**config.mk**
```make
export PLATFORM = sky130hd
export DESIGN_NAME = reed_switch_position_emulator_core
export DESIGN_NICKNAME = d
export VERILOG_FILES = /design/src/rtl/srpe_pkg.sv /design/src/rtl/srpe_apb_regs.sv /design/src/rtl/srpe_mod_unit.sv /design/src/rtl/reed_switch_position_emulator_core.sv
export SDC_FILE = /design/constraint.sdc
export NUM_CORES = 1
export LEC_CHECK = 0
export BUFFER_PORTS_ARGS = -buffer_cell sky130_fd_sc_hd__buf_2
export CAP_MARGIN = 10
export CORE_ASPECT_RATIO = 1.2
export CORE_MARGIN = 1.5
export CORE_UTILIZATION = 60
export CTS_CLUSTER_DIAMETER = 50
export DETAILED_ROUTE_END_ITERATION = 16
export GPL_TIMING_DRIVEN = 0
export PLACE_DENSITY = 0.78
export SLEW_MARGIN = 20
export SYNTH_ARGS = -nofsm -noshare
export SYNTH_HDL_FRONTEND = slang
export SYNTH_SLANG_ARGS = --single-unit
export TNS_END_PERCENT = 20
```
**constraint.sdc**
```tcl
create_clock -name clk -period 6.7 [get_ports clk]
set_input_delay 1.005 -clock clk [delete_from_list [all_inputs] [get_ports clk]]
set_output_delay 1.005 -clock clk [all_outputs]
set_load 0.005 [all_outputs]
```
**src/rtl/srpe_pkg.sv**
```systemverilog
// ----------------------------------------------------------------------------
// srpe_pkg
// shared constants, types and codes of the reed switch position emulator
// ----------------------------------------------------------------------------
package srpe_pkg;

	localparam int STAMP_BITS  = 48;
	localparam int PERIOD_BITS = 32;
	localparam int REG_W       = 32;

	// usable period width: the register holds 32 bits at most
	localparam int PER_W = (PERIOD_BITS < REG_W) ? PERIOD_BITS : REG_W;
	// dividend width of the remainder units
	localparam int DIV_W = (STAMP_BITS > PER_W) ? STAMP_BITS : PER_W;
	localparam int CNT_W = $clog2(DIV_W + 1);

	localparam int ADDR_W = 3;

	localparam logic [1:0] DIR_IDLE    = 2'd0;
	localparam logic [1:0] DIR_EXTEND  = 2'd1;
	localparam logic [1:0] DIR_RETRACT = 2'd3;

	localparam logic REG_PERIOD = 1'b0;
	localparam logic REG_WINDOW = 1'b1;

	localparam logic [REG_W-1:0] PERIOD_RESET = REG_W'(1000000);
	localparam logic [REG_W-1:0] WINDOW_RESET = '0;

	typedef struct packed {
		logic [REG_W-1:0] period;
		logic [REG_W-1:0] window;
	} cfg_t;

	typedef enum logic [1:0] {
		ST_IDLE,
		ST_DIV,
		ST_COMB,
		ST_FIN
	} state_t;

endpackage

```
**src/rtl/srpe_apb_regs.sv**
```systemverilog
// ----------------------------------------------------------------------------
// srpe_apb_regs
// configuration registers behind an apb-style port
// ----------------------------------------------------------------------------
module srpe_apb_regs
	import srpe_pkg::*;
(
	input  logic              clk,
	input  logic              arst_n,
	input  logic              psel,
	input  logic              penable,
	input  logic              pwrite,
	input  logic [ADDR_W-1:0] paddr,
	input  logic [REG_W-1:0]  pwdata,
	output logic [REG_W-1:0]  prdata,
	output logic              pready,
	output cfg_t              cfg
);

	logic [REG_W-1:0] period_q;
	logic [REG_W-1:0] window_q;
	logic             wr_en;

	assign pready = 1'b1;
	assign wr_en  = psel && penable && pwrite;

	always_ff @(posedge clk or negedge arst_n) begin
		if (!arst_n) begin
			period_q <= PERIOD_RESET;
			window_q <= WINDOW_RESET;
		end else if (wr_en) begin
			case (paddr[2])
				REG_PERIOD: period_q <= pwdata;
				REG_WINDOW: window_q <= pwdata;
				default:    period_q <= period_q;
			endcase
		end
	end

	always_comb begin
		case (paddr[2])
			REG_PERIOD: prdata = period_q;
			REG_WINDOW: prdata = window_q;
			default:    prdata = '0;
		endcase
	end

	assign cfg.period = period_q;
	assign cfg.window = window_q;

endmodule

```
**src/rtl/srpe_mod_unit.sv**
```systemverilog
// ----------------------------------------------------------------------------
// srpe_mod_unit
// bit-serial restoring remainder, one dividend bit per cycle
// ----------------------------------------------------------------------------
module srpe_mod_unit
	import srpe_pkg::*;
(
	input  logic             clk,
	input  logic             arst_n,
	input  logic             start,
	input  logic [DIV_W-1:0] dividend,
	input  logic [PER_W-1:0] divisor,
	output logic             done,
	output logic [PER_W-1:0] remainder
);

	logic [DIV_W-1:0] dvd_q;
	logic [PER_W-1:0] rem_q;
	logic [CNT_W-1:0] cnt_q;
	logic [PER_W:0]   trial;
	logic [PER_W:0]   diff;

	assign trial = {rem_q, dvd_q[DIV_W-1]};
	assign diff  = trial - {1'b0, divisor};

	always_ff @(posedge clk or negedge arst_n) begin
		if (!arst_n) begin
			cnt_q <= '0;
		end else if (start) begin
			cnt_q <= CNT_W'(DIV_W);
		end else if (cnt_q != '0) begin
			cnt_q <= cnt_q - CNT_W'(1);
		end
	end

	always_ff @(posedge clk) begin
		if (start) begin
			dvd_q <= dividend;
			rem_q <= '0;
		end else if (cnt_q != '0) begin
			dvd_q <= {dvd_q[DIV_W-2:0], 1'b0};
			if (trial >= {1'b0, divisor}) begin
				rem_q <= diff[PER_W-1:0];
			end else begin
				rem_q <= trial[PER_W-1:0];
			end
		end
	end

	assign done      = (cnt_q == CNT_W'(1));
	assign remainder = rem_q;

endmodule

```
**src/rtl/reed_switch_position_emulator_core.sv**
```systemverilog
// ----------------------------------------------------------------------------
// reed_switch_position_emulator_core
// reed switch emulation on a rotating motor from extend/retract commands
//
// input channel: in_valid/in_stall with extend_line, retract_line and
// timestamp_us; output channel: out_valid/out_stall with switch_closed and
// conflict_error, one result per input transfer, in order.
// registers: revolution_period_us at 0x0, trigger_window_us at 0x4.
// an item with a stored command before it and a nonzero period runs two
// bit-serial remainder units in parallel over all DIV_W (48) dividend bits,
// then the remainders are combined (ST_COMB) and the result is registered
// (ST_FIN); a new item is taken only after that result is registered.
// conflicting items, the first command and a zero period skip the
// remainder units and go straight to the final stage (ST_FIN).
// in_stall is high while an item is being worked on. a finished result waits
// in the output register while out_stall is high; the next item may be taken
// meanwhile and holds in its last stage until the output register frees.
// reset loads the register defaults, clears position, timestamp, direction
// and the seen-a-command flag, and empties the output register.
// ----------------------------------------------------------------------------
module reed_switch_position_emulator_core
	import srpe_pkg::*;
(
	input  logic                  clk,
	input  logic                  arst_n,
	input  logic                  psel,
	input  logic                  penable,
	input  logic                  pwrite,
	input  logic [ADDR_W-1:0]     paddr,
	input  logic [REG_W-1:0]      pwdata,
	output logic [REG_W-1:0]      prdata,
	output logic                  pready,
	input  logic                  in_valid,
	output logic                  in_stall,
	input  logic                  extend_line,
	input  logic                  retract_line,
	input  logic [STAMP_BITS-1:0] timestamp_us,
	output logic                  out_valid,
	input  logic                  out_stall,
	output logic                  switch_closed,
	output logic                  conflict_error
);

	cfg_t                  cfg;
	state_t                state_q;
	state_t                state_d;
	logic                  mod_start;
	logic                  done_a;
	logic                  done_b;

	logic [PER_W-1:0]      pos_q;
	logic [STAMP_BITS-1:0] last_stamp_q;
	logic [1:0]            last_dir_q;
	logic                  have_last_q;
	logic [1:0]            op_dir_q;
	logic                  conflict_q;
	logic                  out_valid_q;
	logic                  switch_closed_q;
	logic                  conflict_error_q;

	logic                  in_acc;
	logic                  conflict;
	logic [1:0]            new_dir;
	logic [PER_W-1:0]      period;
	logic                  period_zero;
	logic [STAMP_BITS-1:0] elapsed;
	logic [PER_W-1:0]      rem_a;
	logic [PER_W-1:0]      rem_b;
	logic [PER_W:0]        sum;
	logic [PER_W:0]        dif;
	logic [PER_W:0]        dif_fix;
	logic [PER_W-1:0]      new_pos;
	logic                  slot_free;
	logic                  fin_load;

	srpe_apb_regs u_regs (
		.clk     (clk),
		.arst_n  (arst_n),
		.psel    (psel),
		.penable (penable),
		.pwrite  (pwrite),
		.paddr   (paddr),
		.pwdata  (pwdata),
		.prdata  (prdata),
		.pready  (pready),
		.cfg     (cfg)
	);

	assign period      = cfg.period[PER_W-1:0];
	assign period_zero = (period == '0);
	assign in_acc      = in_valid && !in_stall;
	assign conflict    = extend_line && retract_line;
	assign new_dir     = extend_line ? DIR_EXTEND : (retract_line ? DIR_RETRACT : DIR_IDLE);
	assign elapsed     = timestamp_us - last_stamp_q;

	assign mod_start = in_acc && !conflict && have_last_q && !period_zero;

	// elapsed time modulo period
	srpe_mod_unit u_mod_a (
		.clk       (clk),
		.arst_n    (arst_n),
		.start     (mod_start),
		.dividend  (DIV_W'(elapsed)),
		.divisor   (period),
		.done      (done_a),
		.remainder (rem_a)
	);

	// old position modulo period
	srpe_mod_unit u_mod_b (
		.clk       (clk),
		.arst_n    (arst_n),
		.start     (mod_start),
		.dividend  (DIV_W'(pos_q)),
		.divisor   (period),
		.done      (done_b),
		.remainder (rem_b)
	);

	assign sum     = {1'b0, rem_b} + {1'b0, rem_a};
	assign dif     = {1'b0, rem_b} - {1'b0, rem_a};
	assign dif_fix = dif + {1'b0, period};

	always_comb begin
		case (op_dir_q)
			DIR_EXTEND: begin
				if (sum >= {1'b0, period}) begin
					new_pos = PER_W'(sum - {1'b0, period});
				end else begin
					new_pos = sum[PER_W-1:0];
				end
			end
			DIR_RETRACT: begin
				if (dif[PER_W]) begin
					new_pos = dif_fix[PER_W-1:0];
				end else begin
					new_pos = dif[PER_W-1:0];
				end
			end
			default: new_pos = rem_b;
		endcase
	end

	assign slot_free = !out_valid_q || !out_stall;

	always_comb begin
		state_d  = state_q;
		in_stall = 1'b1;
		fin_load = 1'b0;
		case (state_q)
			ST_IDLE: begin
				in_stall = 1'b0;
				if (in_valid) begin
					state_d = mod_start ? ST_DIV : ST_FIN;
				end
			end
			ST_DIV: begin
				if (done_a) begin
					state_d = ST_COMB;
				end
			end
			ST_COMB: begin
				state_d = ST_FIN;
			end
			ST_FIN: begin
				if (slot_free) begin
					fin_load = 1'b1;
					state_d  = ST_IDLE;
				end
			end
			default: state_d = ST_IDLE;
		endcase
	end

	always_ff @(posedge clk or negedge arst_n) begin
		if (!arst_n) begin
			state_q      <= ST_IDLE;
			pos_q        <= '0;
			last_stamp_q <= '0;
			last_dir_q   <= DIR_IDLE;
			have_last_q  <= 1'b0;
			out_valid_q  <= 1'b0;
		end else begin
			state_q <= state_d;
			if (in_acc && !conflict) begin
				last_stamp_q <= timestamp_us;
				last_dir_q   <= new_dir;
				have_last_q  <= 1'b1;
				if (have_last_q && period_zero) begin
					pos_q <= '0;
				end
			end
			if (state_q == ST_COMB) begin
				pos_q <= new_pos;
			end
			if (fin_load) begin
				out_valid_q <= 1'b1;
			end else if (!out_stall) begin
				out_valid_q <= 1'b0;
			end
		end
	end

	always_ff @(posedge clk) begin
		if (in_acc) begin
			op_dir_q   <= last_dir_q;
			conflict_q <= conflict;
		end
		if (fin_load) begin
			switch_closed_q  <= !conflict_q && (REG_W'(pos_q) <= cfg.window);
			conflict_error_q <= conflict_q;
		end
	end

	assign out_valid      = out_valid_q;
	assign switch_closed  = switch_closed_q;
	assign conflict_error = conflict_error_q;

	a_units_in_step: assert property (@(posedge clk) disable iff (!arst_n)
		done_a == done_b)
		else $error("remainder units out of step");

	a_done_in_div: assert property (@(posedge clk) disable iff (!arst_n)
		done_a |-> state_q == ST_DIV)
		else $error("remainder done outside divide state");

	a_conflict_keeps_state: assert property (@(posedge clk) disable iff (!arst_n)
		in_acc && conflict |=> $stable(last_stamp_q) && $stable(have_last_q)
			&& $stable(pos_q) && state_q == ST_FIN)
		else $error("conflicting command changed state");

	a_result_after_fin: assert property (@(posedge clk) disable iff (!arst_n)
		fin_load |=> out_valid_q && state_q == ST_IDLE)
		else $error("result not presented after final stage");

endmodule

```
==> reports/metrics.cfg, run 1 <==
[worst_setup_path]
crit_arrival_ns = 7.02
path_max_fanout = 10
max_stage_delay_ns = 0.41
cp_slowest_cell = dfxtp_2
startpoint_type = flip-flop
critPathTopFamily = compound AO/OA/AOI/OAI gates
worstPathRequired_ns = 7.15
crit_start = u_mod_a.remainder[0]
timing_worst_setup_path_type = reg2reg
r2r-start = u_mod_a.remainder[0]
crit_top_cell = a21o_1
end_kind = flip-flop
cp.buffers_inverters = 4

[clocking]
clk_latency_ns = 0.59
cts_htree_levels = 2
clkSlewWorstSetupHoldPaths_ns = 0.06
cts_root_buf = clkbuf_16
tritoncts = done
cts_num_sinks = 327
numCtsBuffers = 43
hold_buffers = 0
clk_path_buf_depth = 3

[logic_synthesis]
yosys_warnings = 0
yosysTopAreaCell = dfrtp_1
synth_area_leaders = dfrtp_1, ha_1, edfxtp_1, dfxtp_1, nand2_1
ys_seq_elements = 327
yosysMostFrequentCell = nand2_1
synth_mux_area_share_pct = 4.408
netlist_top_cells_count = nand2_1, ha_1, a21oi_1
synth_top_family_by_area = compound AO/OA/AOI/OAI gates
yosys.area.top_type_share_pct = 14.37
syn_area_sq_mm = 0.02700
avgSynthCellArea_sq_um = 8.317
synth_compound_area_share_pct = 24.24
synth_ff_type = dfrtp_1
synth_enable_flop_cells = 85
synthSimpleGateAreaFrac_pct = 15.31
synth_nets = 3623
synth_cells = 3246
synthDistinctLibCells = 90
synth-xor-area-share_pct = 6.813
async_reset_ff_share_pct = 49.54
yosysSeqAreaShare_pct = 30.44
synthAdderAreaFrac_pct = 13.40

[floorplan]
num_io_pins = 129
die_w_um = 196.6
die_y_um = 235.4
die_area_sq_mm = 0.04628
core_sq_mm = 0.04414
start_util_pct = 61.16
std_cell_rows = 84

[global_route]
grt_usage_pct = 39.54
grt_pass1_vias = 25770
grt_pass1_wl_um = 140400
globalRouteOverflowTotal = 0
grt_max_degree = 97
antenna_found_initial = 1

[final_layout]
final_util_pct = 67.93
layout-drive-gt1-share_pct = 9.774
layout.nets = 3800
syn2layout_area_growth_pct = 11.07

[timing]
slew_headroom_pct = 14.85
hold_slack_ns = 0.3687
fin_tns_setup_ns = 0
period_minus_slack_ns = 6.569
tightest_slew_ns = 1.277
setup_viol = 0
fmax_ghz = 0.1522
fin_skew_ns = 0.03075
period_share_pct = 98.05
drv_slew = 0
hold_viol = 0

[detailed_routing]
routed_via_density = 6.382
drt_first_pass_iters = 8
ant_nets = 0
totalWireLength_um = 92550
drt_iter0_markers = 1983
num_vias = 25640
drcViolationCount = 0
drt-wirelength-per-cell_um = 23.03

[placed_design]
hpwl_um = 74140
place.port_buffers = 125
place.gp.congestion = 0.9962

[job]
maxCapViolCount = 0

[outcome]
run_status = completed

[hold_path]
min_path_type = in2async

==> cell usage in the layout, fill, tap and decap left out, types with 9 or more instances in the layout <==
master,n
a211o_1,9
a211oi_1,65
a21o_1,98
a21oi_1,275
a221o_1,19
a222oi_1,10
a31oi_1,33
and2_1,9
and3_1,13
buf_1,9
buf_2,136
clkbuf_1,124
clkbuf_16,44
dfrtp_1,155
dfxtp_1,76
edfxtp_1,85
ha_1,278
inv_1,225
mux2_2,68
mux2i_1,39
nand2_1,394
nand2b_1,38
nand3_1,59
nand4_1,37
nor2_1,205
nor2b_1,41
nor3_1,33
nor4_1,13
o211ai_1,30
o21a_1,35
o21ai_0,252
o21ai_1,37
o21bai_1,37
o2bb2ai_1,11
o31ai_1,23
or2_2,12
or3_1,17
xnor2_1,140
xor2_1,69
==> area by class of cell <==
class / instances / area (sq um)
inverters: 227 / 852.1
flip-flops and latches: 327 / 8222
repair buffers: 132 / 724.4
plain buffers: 143 / 614.3
multi-input cells: 2549 / 17410
fillers: 3548 / 14160
clock buffers: 60 / 1211
diodes: 1 / 2.502
clock inverters: 20 / 254.0
well taps: 559 / 699.4
==> cells by family after synthesis <==
kind of cell             after synthesis
AO/OA/AOI/OAI                       1034
AND/OR/NAND/NOR                      909
buffers and inverters                370
flip-flops                           327
adder cells (fa/ha/maj)              285
XOR/XNOR                             210
multiplexers                         110
other                                  1
==> sequential cells by signal, summed over array words and instances, names as in the netlist <==
register / count
conflict_error: 1
conflict_q: 1
have_last_q: 1
last_dir_q: 2
last_stamp_q: 48
op_dir_q: 2
out_valid: 1
pos_q: 32
state_q: 2
switch_closed: 1
u_mod_a.cnt_q: 6
u_mod_a.dvd_q: 48
u_mod_a.remainder: 32
u_mod_b.cnt_q: 6
u_mod_b.dvd_q: 48
u_mod_b.remainder: 32
u_regs.period_q: 32
u_regs.window_q: 32
==> through the flow <==
| stage | instances | instance area, sq um | setup WS (ns) |
|---|---|---|---|
| after detailed placement | 3934 | 28420 | -0.2722 |
| after global placement | 3930 | 28320 | -0.2510 |
| after global routing | 4017 | 29980 | -0.004343 |
| after CTS | 4014 | 29900 | 0.002137 |
| after floorplan | 3246 | 27000 | 1.096 |
| final | 4018 | 29990 | 0.1308 |
==> final timing paths <==
| path | endpoint | slack [ns] | cells after the start |
|---|---|---|---|
| worst min register to register | op_dir_q[0] | 0.45 | 0 |
| min in group clk | op_dir_q[0] | 0.45 | 0 |
| max in group asynchronous | u_regs.period_q[27] | 5.38 | 2 |
| worst max-delay path | pos_q[21] | 0.13 | 28 |
| worst min-delay path | last_stamp_q[12] | 0.37 | 1 |
| worst max register to register | pos_q[21] | 0.13 | 28 |
==> per-layer routing <==
metal | routed length, um | global-route usage (%)
met4 | 7647 | 29.29
met1 | 33820 | 43.79
met2 | 44750 | 68.91
met5 | 0 | 0
met3 | 6332 | 5.444
==> what timing repair did <==
item | CTS | global route
pin swaps | 1 | 4
setup endpoints to repair | 32 | 32
gates resized for setup | 3 | 11
buffers inserted | 0 | 3
==> worst register-to-register path, delay by kind of cell (launching register included) <==
family	cells	cell delay [ns]
AO/OA/AOI/OAI	17	3.54
buffers and inverters	4	0.51
XOR/XNOR	1	0.28
flip-flops	1	0.41
adder cells (fa/ha/maj)	3	0.93
AND/OR/NAND/NOR	2	0.51
multiplexers	1	0.25
Power of run 1 is not shown: default switching activity piles up to over one toggle a cycle in this logic, so the estimate is an artifact.
==> inputs of run 2 (changes only) <==
--- a/config.mk
+++ b/config.mk
@@ -13,4 +13,4 @@
 export CTS_CLUSTER_DIAMETER = 50
+export CTS_CLUSTER_SIZE = 40
 export DETAILED_ROUTE_END_ITERATION = 16
-export GPL_TIMING_DRIVEN = 0
 export PLACE_DENSITY = 0.78
--- a/constraint.sdc
+++ b/constraint.sdc
@@ -3,2 +3,2 @@
 set_output_delay 1.005 -clock clk [all_outputs]
-set_load 0.005 [all_outputs]
+set_load 0.05 [all_outputs]
==> run 2 against run 1 <==
Via count is 5.1% lower. Clock-buffer cell count is 16 lower. Design area is 1.5% lower. Maximum frequency is 4.2% higher. Sequential cell count stayed put. Die area stayed put. Utilization is 1.0 points lower. Critical path depth is 1 lower. Hold slack worse by 0.049 ns. Worst setup slack better by 0.27 ns. Critical path type unchanged. Highest routed layer is now met5.
==> reports/metrics.cfg, run 2 (synthesized netlist as in run 1, its figures left out) <==
[global_route]
antenna_found_initial = 2
grt_pass1_wl_um = 124200
grt_usage_pct = 33.73
globalRouteOverflowTotal = 0
grt_pass1_vias = 23960
grt_max_degree = 97

[worst_setup_path]
startpoint_type = flip-flop
crit_top_cell = a21o_1
worstPathRequired_ns = 7.15
cp_slowest_cell = o41a_1
path_max_fanout = 16
end_kind = flip-flop
crit_arrival_ns = 6.75
max_stage_delay_ns = 0.46
timing_worst_setup_path_type = reg2reg

[detailed_routing]
drcViolationCount = 0
drt_iter0_markers = 1628
drt_first_pass_iters = 5
ant_nets = 0
num_vias = 24320
totalWireLength_um = 79060
routed_via_density = 6.227
drt-wirelength-per-cell_um = 20.24

[timing]
fmax_ghz = 0.1587
tightest_slew_ns = 1.241
drv_slew = 0
grt_setup_unrepaired = no
period_share_pct = 94.06
setup_ws_ns = 0.3980
setup_viol = 0
period_minus_slack_ns = 6.302
fin_skew_ns = 0.02689
slew_headroom_pct = 16.48
hold_viol = 0
fin_tns_setup_ns = 0

[floorplan]
core_sq_mm = 0.04414
std_cell_rows = 84
num_io_pins = 129
die_area_sq_mm = 0.04628
die_w_um = 196.6
die_y_um = 235.4
start_util_pct = 61.16

[clocking]
tritoncts = done
cts_htree_levels = 2
cts_root_buf = clkbuf_16
numCtsBuffers = 39
hold_buffers = 0
clkSlewWorstSetupHoldPaths_ns = 0.06
clk_latency_ns = 0.59
cts_num_sinks = 327
clk_path_buf_depth = 3

[final_layout]
final_common_cell = nand2_1
final_util_pct = 66.88
fin_cells = 3906
final_cell_mix = nand2_1, ha_1, a21oi_1, o21ai_0, inv_1
syn2layout_area_growth_pct = 9.362
layout-drive-gt1-share_pct = 10.67
n_antenna_cell = 0
layout.nets = 3693
reg.largest.list = last_stamp_q x48, u_mod_a.dvd_q x48, u_mod_b.dvd_q x48
num-fill-cells = 3636

[outcome]
run_status = completed

[placed_design]
place.port_buffers = 125
place.gp.congestion = 0.9704
hpwl_um = 61700
pre_cts_ws_ns = 0.1539
dp.cells = 3831

[job]
maxCapViolCount = 0

[hold_path]
min_path_type = in2async

[run 2: changes by cell type in the layout (fill, tap and decap cells not counted), sizes merged]
cell and change:
bufinv -3, diode -1, buf +10, clkinvlp -2, clkbuf -129, inv +7
clkinv +6
[run 2: final cells by class]
type                            count  area (sq um)  area share [%]
Clock buffer                       44          1046           3.543
Clock inverter                     28         285.3          0.9663
Inverter                          227         852.1           2.886
Multi-Input combinational cell   2549         17400           58.93
Sequential cell                   327          8217           27.83
Tap cell                          559         699.4           2.369
Timing Repair Buffer              172          1027           3.479
[run 2: metal layers]
metal | track usage [%] | wire [um]
met1 | 42.17 | 33150
met2 | 58.25 | 37880
met3 | 3.395 | 4282
met4 | 15.98 | 3734
met5 | 0 | 12
[run 2: path summary, 6_finish.rpt]
path / startpoint / depth (start not counted) / endpoint / slack [ns]
setup / recovery: u_mod_a.remainder[0] / 27 / pos_q[10] / 0.40
hold / removal: arst_n / 1 / last_stamp_q[10] / 0.32
setup reg to reg: u_mod_a.remainder[0] / 27 / pos_q[10] / 0.40
hold reg to reg: u_mod_b.dvd_q[46] / 2 / u_mod_b.dvd_q[46] / 0.45
max in group asynchronous: arst_n / 2 / u_regs.window_q[28] / 5.08
min in group clk: u_mod_b.dvd_q[46] / 2 / u_mod_b.dvd_q[46] / 0.45
[run 2: critical path, delay by kind of cell, from the launching register on]
family,cells,cell delay [ns]
compound gates,17,3.58
fa+ha+maj,3,0.96
simple gates,2,0.46
flops,1,0.43
buf+inv,3,0.30
mux,1,0.21
xor+xnor,1,0.20
[run 2: what timing repair did]
action                     in CTS  in global routing
setup endpoints to repair       0                 24
hold endpoints to repair        0                  0
gates resized for setup         0                  3
buffers inserted                0                  2
[run 2: stage by stage]
step | area [sq um] | hold WS (ns)
2_1_floorplan | 27000 | 0.4256
3_3_place_gp | 28140 | 0.4306
3_5_place_dp | 28140 | 0.4454
4_1_cts | 29470 | 0.3222
5_1_grt | 29520 | 0.3429
6_report | 29520 | 0.3195
Power of run 2 is left out for the same reason.
